## src/rtl/core/mf3_pkg.sv

```systemverilog
// Shared constants, types and compare helpers for the 3x3 median filter.
package mf3_pkg;

  localparam int MAX_WIDTH  = 1024;
  localparam int MAX_HEIGHT = 1024;
  localparam int PIX_W      = 16;
  localparam int COL_W      = $clog2(MAX_WIDTH);
  localparam int ROW_W      = $clog2(MAX_HEIGHT);
  localparam int CFG_W      = 11;
  localparam int CFG_IDX_W  = 2;
  localparam int HIST_DEPTH = 2;

  // Reset image size, stored as size minus one.
  localparam logic [COL_W-1:0] WIDTH_M1_RST  = COL_W'(640 - 1);
  localparam logic [ROW_W-1:0] HEIGHT_M1_RST = ROW_W'(480 - 1);

  // Configuration register indexes.
  typedef enum logic [CFG_IDX_W-1:0] {
    CFG_IMAGE_WIDTH  = 2'd0,
    CFG_IMAGE_HEIGHT = 2'd1
  } cfg_reg_t;

  // One sorted three-pixel column.
  typedef struct packed {
    logic [PIX_W-1:0] mx;
    logic [PIX_W-1:0] md;
    logic [PIX_W-1:0] mn;
  } col_t;

  // Line store entry: both rows above the current pixel.
  typedef struct packed {
    logic [PIX_W-1:0] upper;
    logic [PIX_W-1:0] middle;
  } line_pair_t;

  // Line store access controls.
  typedef struct packed {
    logic             rd_en;
    logic [COL_W-1:0] rd_addr;
    logic             wr_en;
    logic [COL_W-1:0] wr_addr;
  } ls_ctrl_t;

  // One filtered result.
  typedef struct packed {
    logic [PIX_W-1:0] median;
    logic [ROW_W-1:0] row;
    logic [COL_W-1:0] col;
    logic             last;
    logic             done;
  } res_t;

  function automatic logic [PIX_W-1:0] pix_lo(input logic [PIX_W-1:0] a,
                                              input logic [PIX_W-1:0] b);
    pix_lo = (a < b) ? a : b;
  endfunction

  function automatic logic [PIX_W-1:0] pix_hi(input logic [PIX_W-1:0] a,
                                              input logic [PIX_W-1:0] b);
    pix_hi = (a > b) ? a : b;
  endfunction

  function automatic logic [PIX_W-1:0] med3(input logic [PIX_W-1:0] a,
                                            input logic [PIX_W-1:0] b,
                                            input logic [PIX_W-1:0] c);
    med3 = pix_hi(pix_lo(a, b), pix_lo(pix_hi(a, b), c));
  endfunction

endpackage

```

## src/rtl/core/mf3_col_cell.sv

```systemverilog
// One column-history cell: holds a sorted column, loads from its neighbor.
module mf3_col_cell (
  input  logic           clk,
  input  logic           rst_n,
  input  logic           en,
  input  mf3_pkg::col_t  din,
  output mf3_pkg::col_t  q
);

  mf3_pkg::col_t q_r;

  always_ff @(posedge clk) begin
    if (!rst_n) begin
      q_r <= '0;
    end else if (en) begin
      q_r <= din;
    end
  end

  assign q = q_r;

endmodule

```

## config.mk

```make
export PLATFORM = sky130hd
export DESIGN_NAME = mf3_col_cell
export DESIGN_NICKNAME = d
export VERILOG_FILES = /design/src/rtl/core/mf3_pkg.sv /design/src/rtl/core/mf3_col_cell.sv
export SDC_FILE = /design/constraint.sdc
export NUM_CORES = 1
export LEC_CHECK = 0
export ABC_AREA = 1
export ABC_CLOCK_PERIOD_IN_PS = 800
export BUFFER_PORTS_ARGS = -buffer_cell sky130_fd_sc_hd__buf_2
export CAP_MARGIN = 20
export CORE_ASPECT_RATIO = 0.8
export CORE_MARGIN = 4
export CORE_UTILIZATION = 42
export CTS_BUF_LIST = sky130_fd_sc_hd__clkbuf_4
export CTS_CLUSTER_DIAMETER = 50
export CTS_CLUSTER_SIZE = 20
export DETAILED_ROUTE_END_ITERATION = 8
export GPL_TIMING_DRIVEN = 1
export PLACE_DENSITY = 0.85
export SYNTH_ARGS = -nofsm -noshare
export SYNTH_HDL_FRONTEND = slang
export SYNTH_SLANG_ARGS = --single-unit
```

## constraint.sdc

```tcl
create_clock -name clk -period 0.8 [get_ports clk]
set_input_delay 0.04 -clock clk [delete_from_list [all_inputs] [get_ports clk]]
set_output_delay 0.04 -clock clk [all_outputs]
set_load 0.02 [all_outputs]
```

==> run metrics, run 1 <==
P&R area growth vs syn 74.6%; DRT Wirelength about 5900 um; I/O pins 99; fraction of final layout cells with drive strength greater than 1 around 36%; CTS tree yes; Finished Layout Cells 513; register area share after synthesis 48.7%; core area 0.00457 mm^2; outcome complete, but fails checks; Max-Cap Viols 0; Mapped Nets between 300 and 400; Hold WS 0.117 ns; Max Transition Viols Final 0; Diodes inserted 0; post-route ant nets 0; capture point of the worst path q[29]; slowest CP cell dfxtp_2; Seq pwr share 52.6%; CP delay by family, top flip-flops; Final setup viols 48; WS Path Type register to output pin; synthesis-stage register bit count 48; Final Worst Setup Slack -0.0728 ns; antenna violations before repair 0; max_slew headroom between 80% and 90%; Reg-to-Reg Start q[11]; DRC 0; post-synthesis cell type count 8; nature of the critical path endpoint output pin; Combinational Power Share 26.8%; worst reg-to-reg path cell count 3; Psw roughly 1.5 mW; max FFs per register 48; worst setup path startpoint q[29]; largest stage delay on the critical path 0.37 ns; Clock Tree Buf Depth 2; H-tree levels 2; FMAX 1150 MHz; clk root buf clkbuf_4; GR Util All Layers 21.2%; first-pass GRT wire length 10,100 um; Placed Cells incl. Taps between 400 and 500; Gate Count Post-Synth 304; Int Pwr 3.69 mW; mean post-synth cell area 6.49 um^2; clk sinks 48; total gr overflow 0; Power Dens Cells 1500 mW/mm^2; TritonRoute pass-1 iters 4; WL/cell 11.6 um; r2r setup slk 0.08 ns; Pleak around 1.9 nW; die area 0.00587 mm^2; VDD IR-drop max 1.14 mV; Initial Util 43.2%; violated checks setup timing; row cnt 22; Placement Cell Area around 0.0025 mm^2; worst-path fanout max 2; switch share about 28%; Levels on crit path 1; Port-buffer cells 98; Synth warnings 0; largest net degree at the start of global routing slightly below 50; Final nets 504; drt first-iter violations 63; most frequent cells in the layout 96 x nor2_1, 96 x nand2_1, 50 x buf_2; vias in the first global route 2,269; Vias 2,163; Clock power frac between 20% and 30%; Detailed Place HPWL 3160 um; Die Ht 69.3 um; Worst Path Buf+Inv 1; RSZ-0062 raised after global routing true; Die W 84.6 um; Placement Setup Slack between 0.09 and 0.1 ns; RR Endpoint q[11]; Max Clock Skew 0 ns; post-layout min period 0.873 ns; Hold WC Path Type primary input to register; Worst Tran Pin Value between 0.2 and 0.25 ns; Hold Vio Cnt, Final 0; Netlist Area Pre-Place 0.00197 mm^2; Skew-Pair Late Insertion Delay about 0.34 ns; Clock Pin Slew Worst Setup and Hold Paths 0.13 ns; Finished Cell Area ~0.0034 mm^2; Num CTS Buffers 5; vias per cell between 4 and 5; GPL Wtd Cong 0.718; Hold Crit Depth 4; Worst Setup Start Kind register; CP required 0.76 ns; worst path arrival time 0.83 ns; Tcrit/Tclk final 109%; critical-path cell list buf_6
-- metrics by stage --
step | power, mW | setup TNS (ns) | util, %
detailed placement | 3.65 | 0 | 54.6
CTS | 5.14 | -3.33 | 74.6
global placement | 3.61 | 0 | 54.6
global route | 5.45 | -4.87 | 75.4
floorplan | 3.30 | 0 | -
finish | 5.16 | -2.57 | 75.4
-- area by class of cell --
| type | count | area, um^2 |
|---|---|---|
| tap | 60 | 75.1 |
| multi-input combinational | 192 | 721 |
| clock inverter | 1 | 5.00 |
| fill | 345 | 1120 |
| clock buffer | 6 | 45.0 |
| inverter | 48 | 180 |
| sequential | 48 | 1020 |
| timing repair buffer | 158 | 1400 |
-- power groups by stage --
stage | clock (mW) | combinational, mW | sequential (mW)
2_1_floorplan | 0 | 0.400 | 2.90
4_1_cts | 1.09 | 1.34 | 2.71
3_5_place_dp | 0 | 0.954 | 2.69
3_3_place_gp | 0 | 0.926 | 2.69
6_report | 1.06 | 1.38 | 2.72
5_1_grt | 1.19 | 1.53 | 2.74
-- worst register-to-register path: stages, from the launching register on --
cell and delay [ns]:
dfxtp_2 0.34, buf_4 0.12, nor2_1 0.10, nor2_1 0.06
-- synthesized netlist by cell type --
library cell / count / share of area, %
nor2_1: 96 / 18
inv_1: 48 / 9.1
buf_2: 8 / 2.0
buf_6: 5 / 2.9
clkbuf_1: 2 / 0.38
nand2_1: 96 / 18
dfxtp_1: 48 / 49
buf_4: 1 / 0.38
-- what timing repair did --
item,4_1_cts,5_1_grt
endpoints found under the hold margin,48,0
pin swaps,0,0
hold buffers,48,0
setup endpoints to repair,48,48
setup buffers,3,5
gates resized for setup,144,0
-- kinds of logic after synthesis --
group                  count (synthesis)  share of synthesized area, %
DFF                                   48                          48.7
buffers and inverters                 64                          14.8
and+or+nand+nor                      192                          36.5
-- worst min path at each step --
stage | startpoint | to | slack [ns]
2_1_floorplan | din[0] | q[0] | 0.23
3_3_place_gp | din[25] | q[25] | 0.32
3_5_place_dp | din[35] | q[35] | 0.33
4_1_cts | rst_n | q[5] | 0.11
5_1_grt | rst_n | q[13] | 0.13
6_report | rst_n | q[4] | 0.12
-- metal layers --
metal | GRT usage, % | up-vias | routed length (um)
li1 | - | 1149 | -
met1 | 21.2 | 940 | 2240
met2 | 42.1 | 66 | 3260
met3 | 5.58 | 8 | 364
met4 | 6.15 | 0 | 84
met5 | 0 | - | 0
(Power assumes the default switching activity.)
==> run 2: changes to the inputs <==
Settings changed: ABC_CLOCK_PERIOD_IN_PS 800 to 1100, CORE_UTILIZATION 42 to 50, PLACE_DENSITY 0.85 to 0.94.
Clock period 0.8 ns to 1.1 ns, I/O delays scaled along.
==> run metrics, run 2 (synthesis results as in run 1) <==
outcome finished clean; Max Transition Viols Final 0; TritonRoute pass-1 iters 4; first-pass GRT wire length around 9000 um; Skew-Pair Late Insertion Delay 0.34 ns; total gr overflow 0; die area 0.00502 mm^2; CTS tree yes; Detailed Place HPWL about 3200 um; drt first-iter violations approximately 80; post-layout min period 0.951 ns; max_slew headroom 85.5%; Final setup viols 0; DRC 0; Clock Pin Slew Worst Setup and Hold Paths between 0.1 and 0.15 ns; clk root buf clkbuf_4; post-route ant nets 0; post_cts resized 0; CP required ~1.0 ns; max FFs per register 48; DRT Wirelength 5530 um; Max-Cap Viols 0; RSZ-0062 raised after global routing false; Worst Tran Pin Value 0.217 ns; Final nets ~500; CP delay by family, top flip-flops; Clock Tree Buf Depth 2; WS Path Type register to output pin; VDD IR-drop max 0.815 mV; Die Ht roughly 64 um; vias per cell 4.25; row cnt 20; FMAX 1050 MHz; Hold WC Path Type primary input to register; Num CTS Buffers 5; Tcrit/Tclk final between 80 and 90%; H-tree levels 2; Worst Path Buf+Inv 1; Placement Cell Area 0.00248 mm^2; GR Util All Layers 22.6%; P&R area growth vs syn 51.5%; Post-Route Setup TNS 0 ns; Power Dens Cells between 1000 and 1500 mW/mm^2; Diodes inserted 0; slowest CP cell dfxtp_1; Port-buffer cells 98; Initial Util between 50% and 60%; largest net degree at the start of global routing 57; antenna violations before repair 0; Die W about 78 um; Finished Cell Area 0.00299 mm^2; Pleak 1.78 nW; Hold Vio Cnt, Final 0; I/O pins 99; largest stage delay on the critical path 0.37 ns; fraction of final layout cells with drive strength greater than 1 around a quarter; WL/cell 11.2 um; critical-path cell list buf_2; core area 0.00380 mm^2; most frequent cells in the layout 98 x buf_2, 96 x nor2_1, 96 x nand2_1, 48 x inv_1, 48 x dfxtp_1; Worst Setup Start Kind register; Vias 2,110; GPL Wtd Cong 0.756; worst-path fanout max 2; vias in the first global route 2,029; nature of the critical path endpoint output pin; Max Clock Skew 0 ns; worst path arrival time about 0.9 ns; Post-CTS Setup Inserts 0; clk sinks 48; commonest non-fill, non-tap cell in the layout buf_2
run 2: cell types whose count changed in the layout (fill, tap and decap cells not counted), sizes merged:
cell / change
dlygate4sd3: -1
clkbuf: -1
clkinv: -1
buf: -9
run 2: power breakdown:
group          total, mW  switching [mW]  internal [mW]  leakage [nW]
Clock              0.689           0.475          0.215        0.0230
Sequential          1.92          0.0635           1.86         0.399
Combinational      0.829           0.454          0.376          1.35
Total               3.44           0.992           2.45          1.78
run 2: worst paths after layout:
path                            depth (start not counted)     to  slack, ns     from
worst min-delay path                                    5  q[40]       0.01  din[40]
worst max-delay path                                    1  q[31]       0.15    q[31]
worst max register to register                          2  q[27]       0.49    q[27]
worst min register to register                          2   q[6]       0.48     q[6]
run 2: metal layers:
metal	up-vias	GRT usage, %	part of all wire, %
met2	67	44.1	54
met4	0	12.2	3.5
met3	22	5.07	4.6
met1	894	21.7	38
li1	1127	-	-
met5	-	0	0
run 2: tightest hold or removal path: stages:
cell     delay (ns)
buf_2          0.10
inv_1          0.04
nand2_1        0.04
nand2_1        0.05
nor2_1         0.03
run 2: timing repair:
item / CTS / global route
setup endpoints to repair: 0 / 0
hold endpoints to repair: 47 / 0
hold buffers: 47 / 0
run 2: layout make-up:
| type | count | area [um^2] |
|---|---|---|
| repair buffers | 148 | 1020 |
| flip-flops and latches | 48 | 961 |
| fillers | 279 | 815 |
| multi-input cells | 192 | 721 |
| inverters | 48 | 180 |
| well taps | 55 | 68.8 |
| clock buffers | 5 | 37.5 |
run 2: metrics by stage:
step	worst slack [ns]	power [mW]	cells	hold slack (ns)	utilization (%)
4_1_cts	0.137	3.46	496	0.00118	78.6
2_1_floorplan	0.415	2.40	304	0.243	-
3_5_place_dp	0.355	2.65	444	0.344	65.2
5_1_grt	0.0990	3.65	496	0.0297	78.6
3_3_place_gp	0.382	2.62	444	0.333	65.2
6_report	0.149	3.44	496	0.0129	78.6
==> run 3: changes to the inputs <==
Settings changed: ABC_AREA 1 to default, CORE_UTILIZATION 50 to 49.
==> run metrics, run 3 <==
vias in the first global route about 1,700; Top FF cell, synth dfxtp_1; Detailed Place HPWL 2640 um; Diodes inserted 0; Post-Route Setup TNS 0 ns; Synth top area share 52.1%; Skew-Pair Late Insertion Delay 0.35 ns; post_cts resized 0; top cells by count, synth 48 x dfxtp_1, 48 x mux2i_1, 48 x nor2b_1; largest net degree at the start of global routing just under 50; Die W 76.6 um; DRT Wirelength 5070 um; Post-CTS Setup Inserts 0; Hold Startpoint en; Mapped Nets 206; largest stage delay on the critical path 0.39 ns; Synth warnings 0; Die Ht 62.9 um; drt first-iter violations 77; clk root buf clkbuf_4; post-route ant nets 0; fraction of final layout cells with drive strength greater than 1 35.3%; CP required 1.04 ns; post-layout min period 0.978 ns; first-pass GRT wire length ~8600 um; GPL Wtd Cong ~0.69; row cnt 19; Clock Tree Buf Depth 2; DRC 0; Max-Cap Viols 0; Tcrit/Tclk final 88.9%; Power Dens Cells 1260 mW/mm^2; Synth area leaders dfxtp_1 52%, mux2i_1 26%, nor2b_1 16%; RSZ-0062 raised after global routing false; GR Util All Layers 22.5%; antenna violations before repair 0; worst reg-to-reg path cell count 2; Post-synth EDFFs 0; Reg-to-Reg Start q[41]; clk sinks between 40 and 50; core area 0.00352 mm^2; RR Endpoint q[41]; Port-buffer cells 98; FMAX roughly 1000 MHz; Initial Util between 50% and 60%; I/O pins 99; Vias 1,622; commonest non-fill, non-tap cell in the layout buf_2; Netlist Area Pre-Place 0.00185 mm^2; worst path arrival time 0.92 ns; vias per cell 4.74; Hold Crit Depth 4; r2r setup slk 0.37 ns; critical-path cell list buf_2; mean post-synth cell area roughly 12 um^2; total gr overflow 0; asr flop ratio synth 0%; VDD IR-drop max 0.914 mV; WL/cell around 15 um; Hold WC Path Type primary input to register; Pleak between 1 and 1.5 nW; Max Transition Viols Final 0; Hold Vio Cnt, Final 0; Min-Delay Endpoint q[14]; post-synthesis cell type count 7; Placed Cells incl. Taps 286; WS Path Type register to output pin; CTS tree yes; slowest CP cell dfxtp_1; max_slew headroom 58.3%; worst-path fanout max 2; synthesis-stage register bit count 48; Finished Layout Cells 342; Gate Count Post-Synth 155; register area share after synthesis between 50 and 60%; Num CTS Buffers 5; Worst Setup Start Kind register; Final setup viols 0; most frequent cells in the layout 98 x buf_2, 48 x mux2i_1, 48 x nor2b_1, 48 x dlygate4sd3_1, 48 x dfxtp_1; Worst Path Buf+Inv 1; P&R area growth vs syn 56.1%; Max Clock Skew 0 ns; area leader, netlist dfxtp_1; max FFs per register 48; Clock Pin Slew Worst Setup and Hold Paths 0.13 ns; outcome finished clean; H-tree levels 2; CP delay by family, top flip-flops; nature of the critical path endpoint output pin; Worst Tran Pin Value 0.626 ns; die area between 0.004 and 0.005 mm^2; Final nets between 300 and 400; TritonRoute pass-1 iters 4
run 3: worst max-delay path by stage:
| stage | startpoint | endpoint | cells after the start |
|---|---|---|---|
| global placement | en | q[42] | 4 |
| global route | q[26] | q[26] | 1 |
| floorplan | en | q[25] | 5 |
| CTS | q[35] | q[35] | 1 |
| finish | q[47] | q[47] | 1 |
| detailed placement | rst_n | q[20] | 2 |
run 3: stage by stage:
stage               worst slack [ns]  instance area (um^2)  total power [mW]  hold slack (ns)  util (%)
finish                         0.122                  2880              3.62            0.254      81.9
global route                  0.0713                  2880              3.80            0.241      81.9
CTS                            0.135                  2880              3.62            0.238      81.9
detailed placement             0.247                  2320              2.52            0.322      66.1
global placement               0.298                  2320              2.50            0.308      66.1
floorplan                      0.340                  1850              2.31            0.224         -
run 3: area by class of cell:
class                           count  area (um^2)
Fill cell                         211          638
Clock inverter                      3         37.5
Sequential cell                    48          961
Clock buffer                        5         37.5
Timing Repair Buffer              148         1010
Tap cell                           42         52.6
Multi-Input combinational cell     96          781
run 3: cell families (layout without fill, tap and decap cells):
logic type | after synthesis | count (layout) | synth area share (%)
DFF | 48 | 48 | 52.1
muxes | 48 | 48 | 26.0
buffers and inverters | 11 | 156 | 5.63
and+or+nand+nor | 48 | 48 | 16.3
run 3: where the power goes:
part           switching [mW]  internal, mW
logic                   0.352         0.384
clock network           0.521         0.465
registers              0.0537          1.84
run 3: per-layer routing:
layer  vias to the layer above  wire [um]  GRT usage (%)
met2                        75       2450           38.2
li1                        799          -              -
met4                         0        138           10.6
met3                        15        386           7.06
met1                       733       2100           25.9
met5                         -          0              0
run 3: repair_timing:
action / in CTS / in global routing
setup endpoints to repair: 0 / 0
hold endpoints to repair: 48 / 0
hold buffers: 48 / 0
